<file path="src/hw/rtl/uvs_pkg.sv">
`timescale 1ns / 1ps
// ----------------------------------------------------------------------------
// uvs_pkg
// Shared types, constants and fixed-point helpers of the UV sphere generator.
// ----------------------------------------------------------------------------
package uvs_pkg;

	// width of a step count register
	localparam int STEP_W = 11;

	// largest usable step count; row and column fields are 10 bits wide
	localparam int MAX_STEPS = 1024;

	// configuration register indexes
	localparam logic [0:0] CFG_VSTEPS = 1'b0;
	localparam logic [0:0] CFG_HSTEPS = 1'b1;

	// restoring divider: quotient bits resolved per stage, stage count
	localparam int DIV_SPS = 4;
	localparam int DIV_LAT = 6;

	// sine/cosine pipeline depth, output rounding depth, index depth
	localparam int SC_LAT   = 11;
	localparam int POST_LAT = 2;
	localparam int IDX_LAT  = 2;

	// Q2.30 one and pi/2
	localparam logic [30:0] ONE_Q30     = 31'h4000_0000;
	localparam logic [30:0] PI_HALF_Q30 = 31'd1686629713;

	// reciprocals for exact floor division of 31-bit values by constants:
	// m = ceil(2^k / c), k = 31 + ceil(log2 c)
	localparam int K_6  = 34;
	localparam int K_12 = 35;
	localparam int K_20 = 36;
	localparam int K_30 = 36;
	localparam int K_42 = 37;
	localparam int K_56 = 37;
	localparam int K_72 = 38;
	localparam int K_90 = 38;
	localparam logic [31:0] RCP_6  = 32'(((64'd1 << K_6)  + 64'd5)  / 64'd6);
	localparam logic [31:0] RCP_12 = 32'(((64'd1 << K_12) + 64'd11) / 64'd12);
	localparam logic [31:0] RCP_20 = 32'(((64'd1 << K_20) + 64'd19) / 64'd20);
	localparam logic [31:0] RCP_30 = 32'(((64'd1 << K_30) + 64'd29) / 64'd30);
	localparam logic [31:0] RCP_42 = 32'(((64'd1 << K_42) + 64'd41) / 64'd42);
	localparam logic [31:0] RCP_56 = 32'(((64'd1 << K_56) + 64'd55) / 64'd56);
	localparam logic [31:0] RCP_72 = 32'(((64'd1 << K_72) + 64'd71) / 64'd72);
	localparam logic [31:0] RCP_90 = 32'(((64'd1 << K_90) + 64'd89) / 64'd90);

	// triangle indices of one quad
	typedef struct packed {
		logic        valid;
		logic [19:0] b2;
		logic [19:0] b1;
		logic [19:0] b0;
		logic [19:0] a2;
		logic [19:0] a1;
		logic [19:0] a0;
	} tri_t;

	// one result word
	typedef struct packed {
		tri_t        tris;
		logic [16:0] tex_v;
		logic [16:0] tex_u;
		logic [15:0] pos_z;
		logic [15:0] pos_y;
		logic [15:0] pos_x;
	} res_t;

	// Q2.30 product, truncated
	function automatic logic [30:0] mulq(input logic [30:0] x, input logic [30:0] y);
		logic [61:0] p;
		p = x * y;
		return p[60:30];
	endfunction

	// floor(x / c) through the reciprocal m = ceil(2^k / c)
	function automatic logic [30:0] divc(input logic [30:0] x, input logic [31:0] m,
			input int k);
		logic [62:0] p;
		p = x * m;
		return 31'(p >> k);
	endfunction

endpackage

</file>
<file path="src/hw/rtl/uvs_div.sv">
`timescale 1ns / 1ps
// ----------------------------------------------------------------------------
// uvs_div
// Pipelined restoring divider: q = floor(x * 2^(STEPS-1) / d) for x <= d.
// ----------------------------------------------------------------------------
module uvs_div import uvs_pkg::*; #(
	parameter int STEPS = 22
) (
	input  logic              clk,
	input  logic              en,
	input  logic [STEP_W-1:0] x,
	input  logic [STEP_W-1:0] d,
	output logic [STEPS-1:0]  q
);

	logic [STEP_W-1:0] rem_s [1:DIV_LAT-1];
	logic [STEPS-1:0]  quo_s [1:DIV_LAT];

	for (genvar k = 0; k < DIV_LAT; k++) begin : g_stg
		logic [STEP_W-1:0] rem_in;
		logic [STEP_W-1:0] rem_nx;
		logic [STEPS-1:0]  quo_in;
		logic [STEPS-1:0]  quo_nx;

		if (k == 0) begin : g_first
			assign rem_in = x;
			assign quo_in = '0;
		end else begin : g_next
			assign rem_in = rem_s[k];
			assign quo_in = quo_s[k];
		end

		// DIV_SPS compare-subtract steps; the first one of stage 0 yields the integer bit
		always_comb begin : p_step
			logic [STEP_W:0] r2;
			logic            qbit;
			rem_nx = rem_in;
			quo_nx = quo_in;
			r2     = '0;
			qbit   = 1'b0;
			for (int i = 0; i < DIV_SPS; i++) begin
				if (k * DIV_SPS + i < STEPS) begin
					r2 = (k * DIV_SPS + i == 0) ? {1'b0, rem_nx} : {rem_nx, 1'b0};
					qbit = (r2 >= {1'b0, d});
					if (qbit) begin
						r2 = r2 - {1'b0, d};
					end
					rem_nx = r2[STEP_W-1:0];
					quo_nx = {quo_nx[STEPS-2:0], qbit};
				end
			end
		end

		always_ff @(posedge clk) begin
			if (en) begin
				quo_s[k+1] <= quo_nx;
			end
		end

		if (k < DIV_LAT - 1) begin : g_rem
			always_ff @(posedge clk) begin
				if (en) begin
					rem_s[k+1] <= rem_nx;
				end
			end
		end
	end

	assign q = quo_s[DIV_LAT];

endmodule

</file>
<file path="config.mk">
export PLATFORM = sky130hd
export DESIGN_NAME = uvs_div
export DESIGN_NICKNAME = d
export VERILOG_FILES = /design/src/hw/rtl/uvs_pkg.sv /design/src/hw/rtl/uvs_div.sv
export SDC_FILE = /design/constraint.sdc
export NUM_CORES = 1
export LEC_CHECK = 0
export BUFFER_PORTS_ARGS = -buffer_cell sky130_fd_sc_hd__buf_2
export CORE_AREA = 2 2 210 212
export DETAILED_ROUTE_END_ITERATION = 12
export DIE_AREA = 0 0 212 214
export PLACE_DENSITY = 0.62
export SKIP_CTS_REPAIR_TIMING = 1
export SLEW_MARGIN = 15
export SYNTH_ARGS = -nofsm -noshare
export SYNTH_HDL_FRONTEND = slang
export SYNTH_SLANG_ARGS = --single-unit
</file>
<file path="constraint.sdc">
create_clock -name clk -period 10.7 [get_ports clk]
set_input_delay 0.535 -clock clk [delete_from_list [all_inputs] [get_ports clk]]
set_output_delay 0.535 -clock clk [all_outputs]
set_load 0.01 [all_outputs]
</file>
==> results list <==
- In this run the worst path has a maximum fanout of 11.
- Endpoint class of the critical path: flip-flop
- Pin count of the biggest net entering global routing: 78
* Cell type of the slowest stage on the worst timing path: sky130_fd_sc_hd__a222oi_1
- The worst hold path was traced through 0 stages.
- Net count reported at finish: 2,224
* Part of the Yosys area used for sequential elements: around a quarter
- Leading cell types by total area after synthesis: sky130_fd_sc_hd__edfxtp_1, sky130_fd_sc_hd__ha_1, sky130_fd_sc_hd__mux2_2, sky130_fd_sc_hd__xnor2_1, sky130_fd_sc_hd__nor2_1
* Area grow syn2layout: 10.2%
- After synthesis, the share of flip-flops with an asynchronous set or reset is 0%.
* Worst EP required: roughly 11,000 ps
- Number of H-tree levels: 4
- Area of the multi-input gates: roughly 0.012 sq mm
- The clock net in this run drives a total of roughly 140 sinks.
* RSZ-0062 raised after global routing: no
* Number of cells on the worst reg-to-reg path: 34
* Remaining number of nets flagged by the antenna check after routing: 0
- In the finished design, the share of the clock period the worst path needs comes to roughly 92%.
- For this run, the top clock speed supported by timing is about 100 MHz.
- Final setup viols: 0
- The number of antenna diodes in the final layout is 0.
* Die area: approximately 0.045 sq mm
* RePlAce Congestion: 0.887
* Final number of max-transition violations: 0
- In the final routed layout, each cell accounts on average for around 19 microns.
- Worst slew slack as a fraction of its limit: 31.4%
- The initialized floorplan defines 76 standard-cell rows.
* First-pass GRT wire length: about 77,000 microns
* Mean cell area of the mapped netlist: 8.99 sq um
- Tmin final: roughly 9800 ps
- Portion of synthesized cell area occupied by the leading cell type: 24.2%
- Overall overflow remaining after global route: 0
* Number of inserted filler cells in the final layout: between 4,000 and 5,000
- Maxcap violations: 0
* Number of distinct standard cells referenced by the synthesized netlist: 87
* Total global routing track utilization: around 22%
- CP Class: in -> reg
- After detailed placement, the design holds a cell count of between 2,000 and 3,000.
* CTS root buf: sky130_fd_sc_hd__clkbuf_16
- Crit path largest cell delay: around 510 ps
* Nature of the critical path startpoint: input port
- For the pin with the worst max-slew slack, the measured transition is slightly above 1000 ps.
- Die Width: 212 microns
- Post-Layout Cell Count: between 2,000 and 3,000
* Chip Height: around 210 microns
- Core region area: 0.0429 sq mm
- DR iter-0 viols: ~870
- Cells fill 43.7% of the core in the end.
- TritonCTS created 17 clock buffers.
- For this run, the number of Yosys warnings is 0.
- Post-synth top area cell: sky130_fd_sc_hd__edfxtp_1
- Via count of the first global-routing pass: around 15,000
- Clock latency on the worst-skew pair, taken at its later pin, is between 400 and 500 ps.
- In the synthesized netlist the dominant register cell turns out to be sky130_fd_sc_hd__edfxtp_1.
- Min-Delay Path Class: reg -> reg
* Aggregate negative setup slack: 0 ps
* Crit path top cell by count: sky130_fd_sc_hd__a21oi_1
- The clock passes through at most 2 buffers.
* Post-synth net total: 2,147
- After detailed routing, the number of vias per cell comes to a little under 6.
- The initial antenna violation count was 1.
* Hold slack: between 400 and 500 ps
* Cells after synthesis: approximately 1,900
- Detailed placement finished with a half-perimeter wire length of ~37,000 microns.
- Across the whole layout, storage elements account for 0.00411 sq mm.
- First drt pass iteration count: 6
- Port Buffer Count: 45
- CTS tree: done
- Number of storage elements in the synthesis netlist: ~140
- Post-Route WL: 48,300 microns
* Routed via count: 14,900
- Post-synth EDFFs: 137
- Clock-pin slew was measured on the worst setup and hold paths at about 70 ps.
* Cell area after synthesis: around 0.017 sq mm
* DR DRC count: 0
* Outcome: completed
- Critical Path AT: 10,070 ps
- Ratio of cells with drive above 1 in the final layout: about 14%
- Once the floorplan was initialized, standard cells occupied 39.6% of the core.
* Final hold violations: 0
- Final worst clock skew: roughly 8.0 ps
- # IOs: 46
path summary, 6_finish.rpt:
check	end	slack (ps)	start
worst min register to register	quo_s[0][74]	410	quo_s[0][48]
worst min-delay path	quo_s[0][74]	410	quo_s[0][48]
worst max register to register	rem_s[0][57]	1050	rem_s[0][45]
worst max-delay path	rem_s[0][13]	850	d[2]
sequential cells by signal, indices dropped and copies added (netlist names):
signal / count
quo_s: 82
rem_s: 55
layout make-up:
class	count	share of cell area, %
Timing Repair Buffer	91	3.21
Sequential cell	137	22.0
Clock inverter	14	0.675
Multi-Input combinational cell	1606	65.7
Clock buffer	18	2.29
Inverter	114	2.28
Tap cell	585	3.91
cells in the mapped netlist, drive strengths merged, types with 19 or more instances:
cell / n
a21o: 45
mux2i: 38
nor2b: 43
ha: 226
nor2: 172
a211oi: 22
o21ai: 119
edfxtp: 137
and2: 22
nor3: 39
o21a: 45
nand3: 40
or3: 19
and3: 20
xor2: 53
nand2b: 32
a21oi: 110
inv: 113
o21bai: 19
xnor2: 74
nand2: 98
mux2: 125
worst max-delay path: cells and delay by family:
kind                     cells  cell delay, ps
adder cells (fa/ha/maj)      4            1340
AND/OR/NAND/NOR              6            1420
multiplexers                 4            1350
AO/OA/AOI/OAI               18            4280
buffers and inverters        5            1120
stage by stage:
| step | worst slack (ps) | cell area [sq um] |
|---|---|---|
| global route | 25.4 | 18700 |
| finish | 850 | 18700 |
| global placement | 266 | 18100 |
| detailed placement | 106 | 18100 |
| floorplan | 884 | 17000 |
| CTS | 572 | 18700 |
kinds of logic after synthesis:
| family | after synthesis | share of synthesized area, % |
|---|---|---|
| buffers and inverters | 147 | 3.44 |
| multiplexers | 163 | 10.8 |
| XOR/XNOR | 127 | 6.54 |
| flip-flops | 137 | 24.2 |
| AO/OA/AOI/OAI | 536 | 21.6 |
| adder cells (fa/ha/maj) | 233 | 17.5 |
| AND/OR/NAND/NOR | 547 | 15.9 |
metal layers:
metal / wire length [microns] / vias up / share of wire (%) / GRT usage (%)
met4: 1700 / 0 / 3.5 / 9.23
met3: 2650 / 106 / 5.5 / 4.46
met1: 21500 / 7101 / 45 / 27.0
met2: 22400 / 343 / 46 / 35.8
met5: 0 / - / 0 / 0
li1: - / 7306 / - / -
layout by cell type, fill, tap and decap left out, types with 15 or more instances in the layout:
cell	count
sky130_fd_sc_hd__ha_1	226
sky130_fd_sc_hd__nor2_1	171
sky130_fd_sc_hd__edfxtp_1	137
sky130_fd_sc_hd__a21oi_1	108
sky130_fd_sc_hd__inv_1	108
sky130_fd_sc_hd__mux2_2	100
sky130_fd_sc_hd__o21ai_0	98
sky130_fd_sc_hd__nand2_1	97
sky130_fd_sc_hd__xnor2_1	74
sky130_fd_sc_hd__xor2_1	53
sky130_fd_sc_hd__a21o_1	45
sky130_fd_sc_hd__o21a_1	44
sky130_fd_sc_hd__buf_2	44
sky130_fd_sc_hd__buf_4	44
sky130_fd_sc_hd__nor2b_1	42
sky130_fd_sc_hd__nand3_1	40
sky130_fd_sc_hd__nor3_1	39
sky130_fd_sc_hd__mux2i_1	38
sky130_fd_sc_hd__nand2b_1	32
sky130_fd_sc_hd__and2_1	22
sky130_fd_sc_hd__o21ai_1	21
sky130_fd_sc_hd__a211oi_1	21
sky130_fd_sc_hd__and3_1	20
sky130_fd_sc_hd__o21bai_1	19
sky130_fd_sc_hd__or3_1	18
sky130_fd_sc_hd__o31ai_1	17
sky130_fd_sc_hd__clkbuf_16	17
sky130_fd_sc_hd__o31a_1	15
Power is not shown: default switching activity piles up to over one toggle a cycle in this logic, so the estimate is an artifact.
