<file path="src/hw/rtl/uvs_pkg.sv">
`timescale 1ns / 1ps
// ----------------------------------------------------------------------------
// uvs_pkg
// Shared types, constants and fixed-point helpers of the UV sphere generator.
// ----------------------------------------------------------------------------
package uvs_pkg;

	// width of a step count register
	localparam int STEP_W = 11;

	// largest usable step count; row and column fields are 10 bits wide
	localparam int MAX_STEPS = 1024;

	// configuration register indexes
	localparam logic [0:0] CFG_VSTEPS = 1'b0;
	localparam logic [0:0] CFG_HSTEPS = 1'b1;

	// restoring divider: quotient bits resolved per stage, stage count
	localparam int DIV_SPS = 4;
	localparam int DIV_LAT = 6;

	// sine/cosine pipeline depth, output rounding depth, index depth
	localparam int SC_LAT   = 11;
	localparam int POST_LAT = 2;
	localparam int IDX_LAT  = 2;

	// Q2.30 one and pi/2
	localparam logic [30:0] ONE_Q30     = 31'h4000_0000;
	localparam logic [30:0] PI_HALF_Q30 = 31'd1686629713;

	// reciprocals for exact floor division of 31-bit values by constants:
	// m = ceil(2^k / c), k = 31 + ceil(log2 c)
	localparam int K_6  = 34;
	localparam int K_12 = 35;
	localparam int K_20 = 36;
	localparam int K_30 = 36;
	localparam int K_42 = 37;
	localparam int K_56 = 37;
	localparam int K_72 = 38;
	localparam int K_90 = 38;
	localparam logic [31:0] RCP_6  = 32'(((64'd1 << K_6)  + 64'd5)  / 64'd6);
	localparam logic [31:0] RCP_12 = 32'(((64'd1 << K_12) + 64'd11) / 64'd12);
	localparam logic [31:0] RCP_20 = 32'(((64'd1 << K_20) + 64'd19) / 64'd20);
	localparam logic [31:0] RCP_30 = 32'(((64'd1 << K_30) + 64'd29) / 64'd30);
	localparam logic [31:0] RCP_42 = 32'(((64'd1 << K_42) + 64'd41) / 64'd42);
	localparam logic [31:0] RCP_56 = 32'(((64'd1 << K_56) + 64'd55) / 64'd56);
	localparam logic [31:0] RCP_72 = 32'(((64'd1 << K_72) + 64'd71) / 64'd72);
	localparam logic [31:0] RCP_90 = 32'(((64'd1 << K_90) + 64'd89) / 64'd90);

	// triangle indices of one quad
	typedef struct packed {
		logic        valid;
		logic [19:0] b2;
		logic [19:0] b1;
		logic [19:0] b0;
		logic [19:0] a2;
		logic [19:0] a1;
		logic [19:0] a0;
	} tri_t;

	// one result word
	typedef struct packed {
		tri_t        tris;
		logic [16:0] tex_v;
		logic [16:0] tex_u;
		logic [15:0] pos_z;
		logic [15:0] pos_y;
		logic [15:0] pos_x;
	} res_t;

	// Q2.30 product, truncated
	function automatic logic [30:0] mulq(input logic [30:0] x, input logic [30:0] y);
		logic [61:0] p;
		p = x * y;
		return p[60:30];
	endfunction

	// floor(x / c) through the reciprocal m = ceil(2^k / c)
	function automatic logic [30:0] divc(input logic [30:0] x, input logic [31:0] m,
			input int k);
		logic [62:0] p;
		p = x * m;
		return 31'(p >> k);
	endfunction

endpackage

</file>
<file path="src/hw/rtl/uvs_index.sv">
`timescale 1ns / 1ps
// ----------------------------------------------------------------------------
// uvs_index
// Triangle indices of the quad at one grid point, column wrapped.
// ----------------------------------------------------------------------------
module uvs_index import uvs_pkg::*; (
	input  logic              clk,
	input  logic              en,
	input  logic [9:0]        row,
	input  logic [9:0]        col,
	input  logic [STEP_W-1:0] h,
	input  logic [STEP_W-1:0] dv,
	output tri_t              tri_o
);

	logic [20:0]       rowh_s1;
	logic [9:0]        col_s1;
	logic [STEP_W-1:0] nc_s1;
	logic [STEP_W-1:0] h_s1;
	logic              tv_s1;

	logic [STEP_W-1:0] col_inc;

	assign col_inc = STEP_W'(col) + STEP_W'(1);

	// row base and wrapped next column
	always_ff @(posedge clk) begin
		if (en) begin
			rowh_s1 <= row * h;
			col_s1  <= col;
			nc_s1   <= (col_inc == h) ? '0 : col_inc;
			h_s1    <= h;
			tv_s1   <= (STEP_W'(row) < dv);
		end
	end

	logic [21:0] cur_c;
	logic [21:0] nr_c;
	logic [21:0] a1_c;
	logic [21:0] a2_c;
	logic [21:0] b1_c;

	always_comb begin
		cur_c = 22'(rowh_s1) + 22'(col_s1);
		nr_c  = 22'(rowh_s1) + 22'(h_s1);
		a1_c  = nr_c + 22'(nc_s1);
		a2_c  = nr_c + 22'(col_s1);
		b1_c  = 22'(rowh_s1) + 22'(nc_s1);
	end

	// last row gives all zeros
	always_ff @(posedge clk) begin
		if (en) begin
			if (tv_s1) begin
				tri_o.valid <= 1'b1;
				tri_o.a0    <= cur_c[19:0];
				tri_o.a1    <= a1_c[19:0];
				tri_o.a2    <= a2_c[19:0];
				tri_o.b0    <= cur_c[19:0];
				tri_o.b1    <= b1_c[19:0];
				tri_o.b2    <= a1_c[19:0];
			end else begin
				tri_o <= '0;
			end
		end
	end

endmodule

</file>
<file path="config.mk">
export PLATFORM = sky130hd
export DESIGN_NAME = uvs_index
export DESIGN_NICKNAME = d
export VERILOG_FILES = /design/src/hw/rtl/uvs_pkg.sv /design/src/hw/rtl/uvs_index.sv
export SDC_FILE = /design/constraint.sdc
export NUM_CORES = 1
export LEC_CHECK = 0
export ABC_AREA = 1
export BUFFER_PORTS_ARGS = -buffer_cell sky130_fd_sc_hd__buf_2
export CORE_ASPECT_RATIO = 0.6
export CORE_MARGIN = 2
export CORE_UTILIZATION = 40
export DETAILED_ROUTE_END_ITERATION = 8
export SYNTH_ARGS = -nofsm -noshare
export SYNTH_HDL_FRONTEND = slang
export SYNTH_SLANG_ARGS = --single-unit
</file>
<file path="constraint.sdc">
create_clock -name clk -period 4.8 [get_ports clk]
set_input_delay 0 -clock clk [delete_from_list [all_inputs] [get_ports clk]]
set_output_delay 0 -clock clk [all_outputs]
set_load 0.01 [all_outputs]
</file>
==> flow_summary_export.csv, run 1 <==
group,metric,value,unit
worst_hold_path,worstHoldStart,"row[0]",
yosys,ys_ff_latch,134,
route,wl_met3,2980,µm
clocking,clockBufferDepth,2,
clocking,tritoncts,"yes",
layout,finish.utilization,47.1,%
route,drt_pass1_iterations,6,
clocking,htreeDepth,4,
floorplanning,ios,165,
route,ant_nets,0,
power_and_ir_drop,ir_worst_vdd,0.286,mV
timing,fmax,219,MHz
yosys,syn_nets,1694,
worst_setup_path,reg2reg_to,"tri_o[58]",
worst_setup_path,arrival,4.75,ns
layout,area_growth,15.6,%
timing,finalClockSkew,0.0108,ns
yosys,synth_edf_count,134,
timing,worst_slack,0.230,ns
clocking,cts.clk_slew.worst_paths,0.07,ns
timing,worstMarginPinSlew,0.818,ns
power_and_ir_drop,switchingPower,4.13,mW
route,vias,10200,
power_and_ir_drop,clock_power_share,16.5,%
worst_setup_path,critPathMaxFanout,7,
timing,max-slew-margin-rel,45.2,%
worst_setup_path,timing.rr.start,"rowh_s1[7]",
route,routed_via_density,5.00,
yosys,ys_seq_area_share,32.9,%
route,top_layer_used,"met4",
worst_hold_path,holdCritPathClass,"in -> reg",
flow_run,drv_cap,0,
worst_setup_path,rrSetupSlack,0.88,ns
route,wl,34100,µm
layout,drive_above_1_share,16.1,%
route,routedWlPerCell,16.8,µm
worst_setup_path,startpoint_type,"primary input",
clocking,cts_num_sinks,134,
timing,tns,0,ns
layout,multi_input_area,6820,µm²
layout,final_nets,1847,
layout,fillers,2858,
layout,finish.instance_area,14100,µm²
power_and_ir_drop,switching_share,47.7,%
place,portBuffers,164,
yosys,synth.most_common_cell,"nand2_1",
yosys,ys.flop_type,"edfxtp_1",
clocking,postCtsSetupBuffers,0,
grt,grt_pass1_vias,9668,
clocking,clkLatencyLatePin,0.45,ns
place,finalWeightedCongestion,0.921,
layout,seqCellArea,4020,µm²
grt,grt_remaining_overflow,0,
clocking,cts-buffers-inserted,17,
yosys,synth_top_cells_by_count,"347 x nand2_1, 249 x inv_1, 134 x edfxtp_1, 117 x a21oi_1, 116 x ha_1",
worst_setup_path,critical_path_required,4.98,ns
worst_hold_path,whs_path_depth,3,
grt,grt_first_pass_wirelength,54500,µm
yosys,avgSynthCellArea,8.37,µm²
worst_setup_path,worstSetupPathType,"in -> reg",
floorplanning,die_y,139,µm
yosys,yosysTopAreaCell,"edfxtp_1",
yosys,yosys-top-cells-area,"edfxtp_1 33%, fa_1 12%, ha_1 12%",
floorplanning,num_rows,49,
place,dp_hpwl,27200,µm
yosys,yosys_warnings,0,
timing,timing.hold.ws,0.0269,ns
power_and_ir_drop,p_comb_share,59.7,%
timing,hold_viol_final,0,
timing,period_minus_slack,4.57,ns
grt,grt_max_degree,75,
timing,final_max_slew_viol_count,0,
outcome,status,"complete, no violations",
grt,antenna_found_initial,1,
route,drc,0,
yosys,async_flop_share,0,%
yosys,yosysTopAreaCellShare,32.9,%
floorplanning,coreArea,30000,µm²
power_and_ir_drop,internal_power,4.53,mW
place,place_area,13400,µm²
floorplanning,start_util,40.8,%
timing,setup_viol_count_final,0,
power_and_ir_drop,p_leak,7.27,nW
yosys,netlist_instances,1460,
power_and_ir_drop,p_seq_share,23.8,%
timing,min_period_over_period,95.2,%
route,wl_met1,17400,µm
route,drtIter0Drc,851,
clocking,cts_root_buffer,"clkbuf_16",
grt,grtUsageTotal,22.0,%
layout,instances_no_fill,2035,
worst_setup_path,crit_path_end_kind,"flop",
place,post-place-ws,-0.0134,ns
floorplanning,dieArea,32000,µm²
worst_setup_path,worstRegToRegCells,18,
floorplanning,die_x,230,µm
yosys,netlist_area,12200,µm²
place,dp.cells,1990,
worst_hold_path,hold_end,"rowh_s1[0]",
route,dr_wl_met2,13400,µm
power_and_ir_drop,power_per_cell_area,613,nW/µm²
power_and_ir_drop,finalPower,8.66,mW
yosys,ys_types,41,
-- registers in the layout, indices dropped and copies added (netlist names) --
name and count:
rowh_s1 20, col_s1 10, tv_s1 1, h_s1 11, nc_s1 11, tri_o 81
-- cell usage in the layout (no fill, tap or decap), types with 3 or more instances in the layout --
cell	instances
nand3_2	3
nand4_1	8
nor3_1	11
nor2_4	3
ha_1	114
buf_2	163
inv_1	249
o21ai_0	58
xnor2_1	14
inv_2	4
dlygate4sd3_1	12
fa_1	74
nand2_1	347
a31oi_1	5
o21bai_1	3
inv_6	4
xor2_1	28
nand2_2	7
buf_4	33
a21boi_0	5
clkbuf_16	17
a21oi_1	116
bufinv_16	4
nand3_1	63
o21a_1	16
edfxtp_1	134
a21o_1	5
nor2_2	4
o21ai_1	4
o2111ai_1	5
nor2_1	88
-- how the worst max path moves through the flow --
| stage | endpoint | start | cells after the start | slack (ns) |
|---|---|---|---|---|
| after floorplan | rowh_s1[19] | row[3] | 20 | 0.11 |
| after global placement | rowh_s1[19] | h[5] | 20 | 0.08 |
| after detailed placement | rowh_s1[19] | h[5] | 20 | -0.01 |
| after CTS | rowh_s1[19] | h[9] | 19 | 0.09 |
| after global routing | rowh_s1[19] | h[9] | 20 | -0.005 |
| final | rowh_s1[19] | h[9] | 20 | 0.23 |
-- routing by layer --
layer / GRT usage, % / vias up
li1: - / 4989
met1: 34.4 / 4749
met2: 30.3 / 424
met3: 5.31 / 21
met4: 4.58 / 0
met5: 0 / -
-- critical path: stages --
cell and delay (ns):
dlygate4sd3_1 0.52, buf_2 0.15, buf_4 0.18, nand2_1 0.09, fa_1 0.47, fa_1 0.49, inv_1 0.05, fa_1 0.53
inv_1 0.05, fa_1 0.52, inv_1 0.04, ha_1 0.29, ha_1 0.36, a21oi_1 0.16, o21ai_0 0.12, a21oi_1 0.13
nand2_1 0.13, a21boi_2 0.18, o21ai_0 0.12, xor2_1 0.16
-- power by group through the flow --
stage,combinational (mW),clock [mW],sequential [mW]
after floorplan,3.59,0,2.06
after global placement,4.97,0,2.08
after detailed placement,4.99,0,2.08
after CTS,5.06,1.44,2.07
after global routing,5.87,1.49,2.10
final,5.17,1.43,2.06
-- area by class of cell --
type / count / share of cell area (%)
Antenna cell: 1 / 0.0177
Clock buffer: 18 / 3.04
Clock inverter: 14 / 1.40
Inverter: 253 / 6.72
Multi-Input combinational cell: 998 / 48.3
Sequential cell: 134 / 28.5
Tap cell: 408 / 3.61
Timing Repair Buffer: 209 / 8.46
-- cell families (layout without fill, tap and decap cells) --
logic type               Yosys count  in the layout  share of synthesized area, %
AO/OA/AOI/OAI                    223            223                          10.1
XOR/XNOR                          43             43                          3.14
adder cells (fa/ha/maj)          190            190                          24.0
buffers and inverters            328            494                          11.4
flip-flops                       134            134                          32.9
other                              0              1                             0
AND/OR/NAND/NOR                  542            542                          18.4
-- what timing repair did --
| action | CTS | global route |
|---|---|---|
| hold buffers | 12 | 0 |
| endpoints found under the setup margin | 0 | 2 |
| gates resized for setup | 0 | 5 |
| endpoints found under the hold margin | 14 | 0 |
No activity file was read; power rests on OpenSTA's default activity.
==> run 2, diff against run 1 <==
--- a/config.mk
+++ b/config.mk
@@ -10,6 +10,7 @@
 export CORE_ASPECT_RATIO = 0.6
 export CORE_MARGIN = 2
 export CORE_UTILIZATION = 40
+export CTS_BUF_LIST = sky130_fd_sc_hd__clkbuf_8
 export DETAILED_ROUTE_END_ITERATION = 8
 export SYNTH_ARGS = -nofsm -noshare
 export SYNTH_HDL_FRONTEND = slang
==> run 2 against run 1 <==
Net effect:
- clock power down 25%
- routed wire length down 0.87%
- maximum frequency up 0.48%
- register-to-register slack better by 0.03 ns
- critical path type unchanged
- critical endpoint is now rowh_s1[14]
- largest cell class unchanged
- highest routed layer unchanged
==> flow_summary_export.csv, run 2 (synthesis gave the netlist of run 1 again) <==
group,metric,value,unit
outcome,status,"complete, no violations",
floorplanning,dieArea,32000,µm²
clocking,cts_num_sinks,134,
clocking,cts.clk_slew.worst_paths,0.08,ns
grt,grtUsageTotal,21.8,%
place,dp_hpwl,27200,µm
layout,fillers,2872,
layout,drive_above_1_share,16.5,%
route,wl,33800,µm
grt,grtUsageMet3,4.98,%
floorplanning,ios,165,
floorplanning,die_y,139,µm
grt,top_usage_layer,"met1",
route,vias,10100,
timing,worstMarginPinSlew,0.816,ns
route,drt_pass1_iterations,6,
clocking,cts_root_buffer,"clkbuf_8",
timing,min_period_over_period,94.8,%
power_and_ir_drop,p_leak,7.21,nW
power_and_ir_drop,power_per_cell_area,597,nW/µm²
floorplanning,start_util,40.8,%
grt,grt_max_degree,75,
timing,fmax,220,MHz
flow_run,drv_cap,0,
place,portBuffers,164,
place,finalWeightedCongestion,0.921,
power_and_ir_drop,ir_worst_vdd,0.311,mV
floorplanning,coreArea,30000,µm²
worst_hold_path,holdCritPathClass,"in -> reg",
layout,multi_input_area,6850,µm²
clocking,htreeDepth,4,
grt,grt_first_pass_wirelength,54300,µm
worst_setup_path,startpoint_type,"primary input",
worst_setup_path,critPathMaxFanout,7,
grt,grt_remaining_overflow,0,
layout,final_nets,1854,
clocking,tritoncts,"yes",
layout,largest_reg_flops,81,
worst_setup_path,arrival,4.77,ns
floorplanning,num_rows,49,
grt,globalRouteMet2Util,30.0,%
route,drc,0,
route,routedWlPerCell,16.6,µm
grt,antenna_found_initial,1,
worst_setup_path,crit_path_end_kind,"flop",
route,drtIter0Drc,837,
layout,final_common_cell,"nand2_1",
power_and_ir_drop,finalPower,8.38,mW
timing,period_minus_slack,4.55,ns
timing,final_max_slew_viol_count,0,
layout,layout_common_cells,"345 x nand2_1, 250 x inv_1, 161 x buf_2",
route,ant_nets,0,
layout,seqCellArea,4020,µm²
worst_setup_path,worstSetupPathType,"in -> reg",
layout,regMostFlops,"tri_o",
route,routed_via_density,4.97,
grt,gr-usage-met1,34.5,%
clocking,clkLatencyLatePin,0.48,ns
worst_setup_path,critical_path_required,5.02,ns
clocking,cts-buffers-inserted,17,
timing,hold_viol_final,0,
timing,setup_viol_count_final,0,
timing,max-slew-margin-rel,45.4,%
layout,area_growth,14.9,%
floorplanning,die_x,230,µm
place,dp.cells,1990,
timing,finalClockSkew,0.0166,ns
layout,instances_no_fill,2042,
grt,grt_pass1_vias,9622,
clocking,clockBufferDepth,2,
layout,reg_top3,"tri_o x81, rowh_s1 x20",
run 2: area by class of cell:
| type | instances | share of cell area (%) |
|---|---|---|
| diodes | 1 | 0.0178 |
| clock inverters | 15 | 1.43 |
| flip-flops and latches | 134 | 28.7 |
| repair buffers | 216 | 9.03 |
| multi-input cells | 998 | 48.8 |
| inverters | 253 | 6.76 |
| clock buffers | 17 | 1.67 |
| well taps | 408 | 3.64 |
run 2: per-stage QoR:
| stage | worst slack (ns) | setup TNS (ns) | area [µm²] | utilization [%] | hold WS [ns] |
|---|---|---|---|---|---|
| after floorplan | 0.114 | 0 | 12200 | - | 0.0989 |
| after global placement | 0.0833 | 0 | 13400 | 44.6 | 0.213 |
| after detailed placement | -0.0134 | -0.0134 | 13400 | 44.6 | 0.213 |
| after CTS | 0.0749 | 0 | 14000 | 46.6 | 0.00161 |
| after global routing | -0.0161 | -0.0161 | 14000 | 46.8 | 0.0200 |
| final | 0.251 | 0 | 14000 | 46.8 | 0.0242 |
run 2: critical path, cell delays in order:
cell,delay [ns]
clkbuf_4,0.16
dlygate4sd3_1,0.56
buf_4,0.16
nand2_1,0.09
fa_1,0.53
inv_1,0.05
fa_1,0.46
ha_1,0.33
fa_1,0.54
inv_1,0.05
fa_1,0.53
inv_1,0.04
ha_2,0.32
a21oi_2,0.17
nand2_2,0.11
nand2_1,0.07
nand2_1,0.12
a21boi_2,0.17
o21ai_0,0.11
xor2_1,0.17
run 2: path summary, 6_finish.rpt:
path               from     endpoint  slack, ns  depth (start not counted)
max                h[4]  rowh_s1[14]       0.25                         20
min                h[7]      h_s1[7]       0.02                          2
max reg2reg  rowh_s1[0]    tri_o[37]       0.91                         19
min reg2reg   col_s1[0]    tri_o[40]       0.70                          3
run 2: power by group:
part	total, mW	internal, mW	switching, mW
Sequential	2.06	1.79	0.266
Combinational	5.25	1.92	3.33
Clock	1.07	0.569	0.502
Total	8.38	4.28	4.10
run 2: what timing repair did:
item                                    in CTS  in global routing
buffers inserted                             0                  1
gates resized for setup                      0                 17
endpoints found under the setup margin       0                  6
hold endpoints to repair                    21                  0
hold buffers                                18                  0
run 2: metal layers:
layer	up-vias	wire length, µm
li1	5003	-
met1	4756	17400
met2	366	13300
met3	21	2700
met4	0	345
met5	-	0
==> run 3, diff against run 2 <==
--- a/config.mk
+++ b/config.mk
@@ -5,12 +5,11 @@
 export SDC_FILE = /design/constraint.sdc
 export NUM_CORES = 1
 export LEC_CHECK = 0
-export ABC_AREA = 1
 export BUFFER_PORTS_ARGS = -buffer_cell sky130_fd_sc_hd__buf_2
 export CORE_ASPECT_RATIO = 0.6
 export CORE_MARGIN = 2
 export CORE_UTILIZATION = 40
-export CTS_BUF_LIST = sky130_fd_sc_hd__clkbuf_8
+export CTS_BUF_LIST = sky130_fd_sc_hd__clkbuf_4 sky130_fd_sc_hd__clkbuf_8 sky130_fd_sc_hd__clkbuf_16
 export DETAILED_ROUTE_END_ITERATION = 8
 export SYNTH_ARGS = -nofsm -noshare
 export SYNTH_HDL_FRONTEND = slang
==> run 3 against run 2 <==
Net effect:
- worst hold slack improved by 0.0041 ns
- design area fell by 2.1%
- total power rose by 2.7%
- utilization rose by 0.83 points
- global-route usage fell by 1.9 points
- final cell count fell by 15%
- routed wire length fell by 12%
- sequential power barely moved
- maximum frequency fell by 1.4%
- sequential share of layout area rose by 0.63 points
- sequential cell count did not move
- clock power rose by 15%
==> flow_summary_export.csv, run 3 <==
group,metric,value,unit
timing,setup_viol_count_final,0,
worst_hold_path,hold_end,"h_s1[9]",
worst_hold_path,whs_path_depth,2,
yosys,synth_xor_area_share,6.68,%
timing,worstMarginPinSlew,0.867,ns
yosys,syn_nets,1403,
worst_setup_path,crit_path_end_kind,"flop",
yosys,synth.most_common_cell,"edfxtp_1",
layout,fillers,2722,
layout,reg_top3,"tri_o x81, rowh_s1 x20",
grt,grtUsageTotal,19.9,%
timing,hold_viol_final,0,
timing,min_period_over_period,96.1,%
power_and_ir_drop,switchingPower,3.86,mW
yosys,avgSynthCellArea,10.1,µm²
clocking,cts-buffers-inserted,17,
outcome,status,"complete, no violations",
route,drtIter0Drc,617,
yosys,synth_top_cells_by_count,"134 x edfxtp_1, 118 x inv_1, 116 x ha_1, 104 x nand2_1, 88 x nor2_1",
layout,layout_common_cells,"161 x buf_2, 134 x edfxtp_1, 117 x inv_1",
layout,area_growth,16.7,%
worst_hold_path,worstHoldStart,"h[9]",
power_and_ir_drop,p_leak,6.35,nW
floorplanning,die_x,226,µm
route,routedWlPerCell,17.2,µm
timing,final_max_slew_viol_count,0,
yosys,yosys_warnings,0,
floorplanning,ios,165,
timing,finalClockSkew,0.0136,ns
route,drt_pass1_iterations,5,
yosys,netlist_instances,1169,
power_and_ir_drop,p_comb_share,61.9,%
layout,largest_reg_flops,81,
timing,fmax,217,MHz
worst_setup_path,arrival,4.79,ns
power_and_ir_drop,internal_power,4.75,mW
worst_setup_path,max_stage_delay,0.57,ns
yosys,ys_types,60,
power_and_ir_drop,clock_power_share,14.2,%
route,vias,8858,
yosys,ys_ff_latch,134,
layout,n_antenna_cell,0,
yosys,synth_mux_area_share,1.27,%
place,portBuffers,164,
worst_setup_path,crit_chain,"buf_2, dlygate4sd3_1, buf_4, and2_1, ha_1, fa_1, ha_1, fa_1, inv_1, fa_1, inv_1, ha_1, o21a_1, o2111ai_2, o21ai_1, a31oi_2, o21ai_0, a21oi_1, xnor2_1",
place,finalWeightedCongestion,0.847,
place,dp.cells,1683,
floorplanning,coreArea,28800,µm²
floorplanning,start_util,40.9,%
clocking,cts_root_buffer,"clkbuf_16",
worst_setup_path,critPathMaxFanout,8,
grt,grt_first_pass_wirelength,46800,µm
power_and_ir_drop,p_seq_share,23.9,%
worst_setup_path,startpoint_type,"primary input",
layout,instances_no_fill,1727,
worst_setup_path,crit_slowest_cell,"dlygate4sd3_1",
layout,regMostFlops,"tri_o",
grt,grt_pass1_vias,8442,
worst_setup_path,reg2reg_to,"tri_o[56]",
timing,rsz0062_at_grt,"no",
power_and_ir_drop,ir_worst_vdd,0.300,mV
place,dp_hpwl,23500,µm
floorplanning,die_y,137,µm
grt,antenna_found_initial,0,
clocking,clkLatencyLatePin,0.44,ns
worst_setup_path,timing.rr.start,"rowh_s1[0]",
clocking,htreeDepth,4,
power_and_ir_drop,switching_share,44.9,%
worst_setup_path,critical_path_required,4.98,ns
route,drc,0,
flow_run,drv_cap,0,
worst_setup_path,crit_start,"h[0]",
yosys,yosys-top-cells-area,"edfxtp_1 34%, fa_1 13%, ha_1 12%",
grt,grt_max_degree,88,
clocking,cts.clk_slew.worst_paths,0.06,ns
timing,max-slew-margin-rel,42.2,%
clocking,tritoncts,"yes",
floorplanning,num_rows,48,
yosys,synth-compound-area-share,9.54,%
layout,final_common_cell,"buf_2",
power_and_ir_drop,power_per_cell_area,626,nW/µm²
timing,period_minus_slack,4.61,ns
yosys,yosysTopAreaCellShare,34.2,%
worst_hold_path,holdCritPathClass,"in -> reg",
layout,final_nets,1574,
route,wl,29700,µm
clocking,cts_num_sinks,134,
yosys,async_flop_share,0,%
yosys,synth_top_family_by_area,"adder cells",
timing,timing.hold.ws,0.0283,ns
yosys,ys.flop_type,"edfxtp_1",
clocking,postCtsSetupBuffers,0,
grt,grt_remaining_overflow,0,
worst_setup_path,worstRegToRegCells,16,
worst_setup_path,worstSetupPathType,"in -> reg",
yosys,synth_edf_count,134,
yosys,netlist_area,11800,µm²
clocking,clockBufferDepth,2,
yosys,yosys.area_share.simple,16.0,%
route,ant_nets,0,
yosys,yosysTopAreaCell,"edfxtp_1",
route,routed_via_density,5.13,
yosys,ys_seq_area_share,34.2,%
floorplanning,dieArea,30900,µm²
layout,drive_above_1_share,20.0,%
yosys,synthAdderAreaFrac,24.9,%
worst_setup_path,rrSetupSlack,0.34,ns
[run 3: cell types whose count changed after synthesis, moves of 16 or more]
cell / change
nand2_1: -243
inv_1: -131
a21oi_1: -69
and2_1: +60
nand3_1: -40
xnor2_1: +29
o21ai_0: -25
nor3_1: +18
xor2_1: +17
a21o_1: +16
[run 3: metrics by stage]
step | worst slack, ns | TNS (ns) | cell area [µm²] | power [mW] | utilization [%]
after global routing | 0.00759 | 0 | 13700 | 9.39 | 47.7
after global placement | -0.146 | -0.322 | 13000 | 7.18 | 45.2
after floorplan | 0.00114 | 0 | 11800 | 5.74 | -
after detailed placement | -0.261 | -0.788 | 13000 | 7.21 | 45.2
final | 0.188 | 0 | 13700 | 8.61 | 47.7
after CTS | 0.136 | 0 | 13700 | 8.52 | 47.5
[run 3: how the worst max path moves through the flow]
stage / endpoint / slack, ns / depth (start not counted)
global route: rowh_s1[18] / 0.008 / 19
floorplan: rowh_s1[19] / 0.001 / 19
CTS: rowh_s1[18] / 0.14 / 19
global placement: rowh_s1[19] / -0.15 / 18
finish: rowh_s1[18] / 0.19 / 19
detailed placement: rowh_s1[19] / -0.26 / 19
[run 3: cells by family (layout without fill, tap and decap cells)]
family | after synthesis | count (layout)
simple gates | 377 | 377
buf+inv | 194 | 377
fa+ha+maj | 190 | 190
compound gates | 170 | 170
flops | 134 | 134
xor+xnor | 89 | 89
mux | 15 | 15
[run 3: power by group through the flow]
stage / Clock, mW / Sequential, mW / Combinational [mW]
2_1_floorplan: 0 / 2.07 / 3.66
3_3_place_gp: 0 / 2.07 / 5.11
3_5_place_dp: 0 / 2.07 / 5.14
4_1_cts: 1.24 / 2.06 / 5.22
5_1_grt: 1.29 / 2.09 / 6.00
6_report: 1.23 / 2.05 / 5.33
[run 3: metal layers]
metal / track usage [%] / vias to the layer above / wire (µm)
met5: 0 / - / 0
met4: 4.16 / 0 / 224
met3: 3.28 / 18 / 1510
met2: 28.8 / 218 / 12300
met1: 31.1 / 4305 / 15700
li1: - / 4317 / -
[run 3: layout make-up]
| type | count | area [µm²] | area share (%) |
|---|---|---|---|
| Multi-Input combinational cell | 841 | 6920 | 50.4 |
| Timing Repair Buffer | 228 | 1350 | 9.79 |
| Clock buffer | 17 | 425 | 3.10 |
| Sequential cell | 134 | 4020 | 29.3 |
| Tap cell | 375 | 469 | 3.41 |
| Inverter | 118 | 443 | 3.22 |
| Clock inverter | 14 | 113 | 0.819 |
[run 3: worst max-delay path: cells and delay by family]
kind | cells | cell delay (ns)
simple gates | 1 | 0.16
compound gates | 6 | 1.24
buf+inv | 5 | 0.98
xor+xnor | 1 | 0.10
fa+ha+maj | 6 | 2.30
[run 3: repair_timing]
item | in CTS | in global routing
hold endpoints to repair | 14 | 0
gates resized for setup | 0 | 12
hold buffers | 13 | 0
setup endpoints to repair | 0 | 3
